[config.mk]
export PLATFORM = sky130hd
export DESIGN_NAME = hcs_buf_ram
export DESIGN_NICKNAME = d
export VERILOG_FILES = /design/src/rtl/hcs_buf_ram.sv
export SDC_FILE = /design/constraint.sdc
export NUM_CORES = 2
export LEC_CHECK = 0
export ABC_CLOCK_PERIOD_IN_PS = 2600
export BUFFER_PORTS_ARGS = -buffer_cell sky130_fd_sc_hd__buf_2
export CAP_MARGIN = 20
export CORE_ASPECT_RATIO = 0.8
export CORE_MARGIN = 2
export CORE_UTILIZATION = 55
export CTS_CLUSTER_SIZE = 28
export DETAILED_ROUTE_END_ITERATION = 16
export PLACE_DENSITY_LB_ADDON = 0.2
export SLEW_MARGIN = 15
export SYNTH_ARGS = -nofsm -noshare
export SYNTH_HDL_FRONTEND = slang
export SYNTH_SLANG_ARGS = --single-unit
export TNS_END_PERCENT = 1
[constraint.sdc]
create_clock -name clk -period 2.6 [get_ports clk]
set_input_delay 0.26 -clock clk [delete_from_list [all_inputs] [get_ports clk]]
set_output_delay 0.26 -clock clk [all_outputs]
set_load 0.02 [all_outputs]
[src/rtl/hcs_buf_ram.sv]
// ----------------------------------------------------------------------------
// hcs_buf_ram - ping-pong buffer store
// Byte-wide synchronous RAM, one write and one registered read port.
// ----------------------------------------------------------------------------
module hcs_buf_ram #(
    parameter int DEPTH = 512,
    parameter int AW    = $clog2(DEPTH)
) (
    input  logic          clk,
    input  logic          we,
    input  logic [AW-1:0] waddr,
    input  logic [7:0]    wdata,
    input  logic          re,
    input  logic [AW-1:0] raddr,
    output logic [7:0]    rdata
);

    logic [7:0] buf_mem [DEPTH];
    logic [7:0] rdata_reg;

    always_ff @(posedge clk)
    begin
        if (we)
        begin
            buf_mem[waddr] <= wdata;
        end
        if (re)
        begin
            rdata_reg <= buf_mem[raddr];
        end
    end

    assign rdata = rdata_reg;

endmodule

* Word level (Yosys, flattened, before mapping)
Memories as Yosys holds them, arrays and structs flattened. A register that Yosys moved wholly into a read port is not among the register bits.
Cells that the tools add are included.
** Storage, ports and cells
- Flip-flop bits (word level) :: 0
- Memory bits (writable) :: 4096
- Output and inout port bits :: 8
- Logic and storage cells :: 3
- Memories :: 1
** Memories
- buf_mem :: words 512, bits a word 8, read ports 1, clocked after Yosys merged registers in 1, write ports 1, line 18 : logic [7:0] buf_mem [DEPTH];
** Operators by class
- Mux-type cells :: 2
** Operators by type and width (number)
- 1-bit 2-to-1 mux :: 2

* Depth between registers and ports, before layout
- Depth in word-level cells :: 2
- Gate-level depth with buffers :: 12

* Worst setup path after synthesis
No wires, ideal clock.
- Kind :: input-to-reg
- From :: input raddr[0]
- To :: register rdata_reg[0] (netlist: rdata[0]), read port of buf_mem (data pin)
- Setup time :: 0.257 ns
- Arrival time :: 2.114 ns
- Required time :: 2.343 ns
- Setup slack :: 0.229 ns
- Cell stages on the path :: 10
- Path through :: buf_4 > buf_12 > buf_12 > buf_2 > mux4_2 > o21ai_0 > nand3_1 > nand4_1 > o21ai_0 > o2111a_1
** RTL lines
- start, declared :: line 14 : input logic [AW-1:0] raddr,
- end, declared :: line 19 : logic [7:0] rdata_reg;

==> metrics.yaml <==
fraction_of_the_mapped_netlist_area_in_simple_logic_gates: 0.0263
drt-pass1-iter-count: 8
viasPerCell: 6.43
synth_top_flop_cell: "edfxtp_1"
post-synth-top-count-cell: "edfxtp_1"
finalWorstPathRequiredPeriod_ps: 2650
synthTopCellsByArea: "edfxtp_1 77%, mux4_2 9.2%, mux2i_1 5.0%"
grt_pass1_vias: 86100
startpoint_type: "flip-flop"
final_cell_area_sq_um: 189000
detailed_place_hpwl_um: 282000
h_tree_depth_reported_by_cts: 5
chipHeight_um: 486
die_x_um: 607
run_status: "finished, violations left"
root_buffer: "clkbuf_16"
dr.first_iter.drc_count: 13200
vdd.ir_drop.worst_mv: 0.862
routed_wl_um: 431000
initial_antenna_violation_count: 13
critPathKind: "reg -> reg"
clk_path_buf_depth: 4
postSynthAreaPerCell_sq_um: 19.9
synth_warnings: 0
max_cap_viols: 0
async_reset_ff_frac: 0
layout.area.seq_sq_um: 123000
synth.top_cell.area_share: 0.770
via_count: 88200
placeableCoreArea_sq_um: 290000
multi_input_comb_area_sq_um: 34300
hold_path_end: "rdata[0]"
gr-usage-all-layers: 0.292
setup.worst_path.end_class: "flip-flop"
tns_ps: -87.7
mean_routed_wirelength_per_cell_um: 31.5
layout.nets: 9578
post_route_worst_setup_slack_ps: -46.3
hold-path-cell-count: 4
drtAntennaViolNets: 0
routabilityCongestion: 0.962
synth_edf_count: 4104
count_of_state_elements_after_synthesis: 4104
grt_max_degree: 146
worst-slew-pin-transition_ps: 1250
area_delta_synth_final_pct: 18.3
clk_transition_reported_paths_ps: 60
p_per_area_nw_per_um2: 720
final_layout_size_suffix_gt1_frac: 0.296
drcViolationCount: 0
power_leakage_nw: 63.5
achievable-frequency_mhz: 378
syn-num-nets: 8059
effective_utilization_at_floorplan: 0.552
clk_latency_ps: 900
finalSetupViolCount: 2
flip_flop_count_of_the_largest_register_all_copies_and_words_added: 4096
fin_skew_ps: 59.5
chain_of_cells_forming_the_critical_path: "mux2i_1, o221ai_1, nor2_1, o21ai_0, nand4_1, o21ai_1, buf_4, o2111a_1"
holdCritStartpoint: "raddr[3]"
violations_in_the_final_reports: "negative setup slack"
synth_common_cells: "4,104 x edfxtp_1, 797 x mux2i_1, 654 x mux4_2"
critical_path_arrival_ps: 3300
compound_gate_portion_of_the_synthesized_area: 0.0431
dp_slack_ps: -1100
largest_fanout_on_the_critical_path: 2
buffer_ports.inserted: 36
synth.lib_cells_used.distinct: 50
synthMuxAreaShare: 0.142
hold_path_class: "in -> reg"
floorplan.io_pins: 37
finalCritPeriodShare: 1.02
dominant_combinational_cell_family_by_area_after_synthesis: "multiplexers"
cpMaxStageDelayCell: "edfxtp_1"
synth_adder_area_share: 0
placement.cell_area_sq_um: 177000
global_route_congestion_overflow_total: 0
critical_path.reg2reg.endpoint: "rdata[6]"
critical_path.max_stage_delay_ps: 360
hold_violation_count_in_the_final_report: 0
synth_cell_area_sq_um: 160000
cp_required_ps: 3250
yosysSeqAreaShare: 0.770
slew-limit-headroom: 0.169
placementRows: 177
tritoncts: "built"
yosysTopAreaCell: "edfxtp_1"
cell_count_after_synthesis: 8030
cts_made_buffers: 388
fillers: 19000
grt_first_pass_wirelength_um: 616000
timing_max_transition_violations_final: 0
dieArea_sq_um: 295000
worst_r2r_src: "buf_mem[73][6]"
setup.reg_to_reg.worst_slack_ps: -50
tritoncts_num_sinks: 4104
xor_and_xnor_fraction_of_the_mapped_netlist_area: 0
timing.reg2reg.worst_path_depth: 8
[cell type report]
class | count | share of cell area
antenna | 8 | 0.000106
clock buffer | 460 | 0.0535
clock inverter | 240 | 0.0116
inverter | 3 | 0.0000991
multi-input combinational | 3410 | 0.181
sequential | 4104 | 0.651
tap | 3848 | 0.0254
timing repair buffer | 1642 | 0.0770
[worst max-delay path by stage]
| stage | slack [ps] | from | end |
|---|---|---|---|
| final | -50 | buf_mem[73][6] | rdata[6] |
| after global routing | -2 | buf_mem[436][7] | rdata[7] |
| after CTS | -0.2 | buf_mem[275][0] | rdata[0] |
| after detailed placement | -1100 | raddr[0] | rdata[6] |
| after global placement | -1090 | raddr[0] | rdata[6] |
| after floorplan | 230 | raddr[0] | rdata[0] |
[cells by family after synthesis]
group | Yosys count
AO/OA/AOI/OAI | 979
buffers and inverters | 516
flip-flops | 4104
multiplexers | 1451
AND/OR/NAND/NOR | 980
[routing by layer]
metal / track usage / vias to the layer above / share of wire
met4: 0.0867 / 4 / 0.034
met2: 0.433 / 5293 / 0.45
li1: - / 36500 / -
met1: 0.442 / 45700 / 0.40
met3: 0.0600 / 698 / 0.12
met5: 0 / - / 0.000063
[through the flow]
stage	util	total power [mW]	instances	hold slack, ps
after floorplan	-	77.8	8030	359
final	0.653	136	13700	85.8
after global routing	0.652	140	13700	73.0
after CTS	0.652	137	13700	30.9
after global placement	0.608	81.9	13000	638
after detailed placement	0.608	82.0	13000	643
[power breakdown]
| part | switching [mW] | total (mW) | internal (mW) |
|---|---|---|---|
| Sequential | 0.0303 | 72.9 | 72.9 |
| Combinational | 4.89 | 7.88 | 2.99 |
| Clock | 24.2 | 55.6 | 31.4 |
| Total | 29.1 | 136 | 107 |
[worst max-delay path: cells and delay by family, from the launching register on]
| kind | cells | cell delay [ps] |
|---|---|---|
| compound gates | 4 | 990 |
| simple gates | 2 | 550 |
| flops | 1 | 360 |
| mux | 1 | 300 |
| buf+inv | 1 | 220 |
[layout by cell type (no fill, tap or decap), drive strengths merged, types with 14 or more instances in the layout]
cell type / netlist / routed
o221ai: 372 / 372
mux2i: 797 / 797
edfxtp: 4104 / 4104
bufinv: 0 / 36
buf: 248 / 1632
o21ai: 119 / 119
a21oi: 194 / 194
a211oi: 17 / 17
clkbuf: 265 / 460
nor2: 597 / 597
clkinvlp: 0 / 14
o22ai: 163 / 163
clkinv: 0 / 175
nand3: 36 / 36
nor3: 109 / 109
a22oi: 61 / 61
inv: 3 / 18
nand4: 32 / 32
and2: 20 / 20
nand2: 111 / 111
nor4: 36 / 36
mux4: 654 / 654
[repair_timing]
item                                    4_1_cts  5_1_grt
hold buffers                                 10        0
hold endpoints to repair                    539        0
pin swaps                                     0        4
endpoints found under the setup margin        6        7
setup buffers                                 0        1
resized for setup                            28       34
No activity file was read; power rests on OpenSTA's default activity.
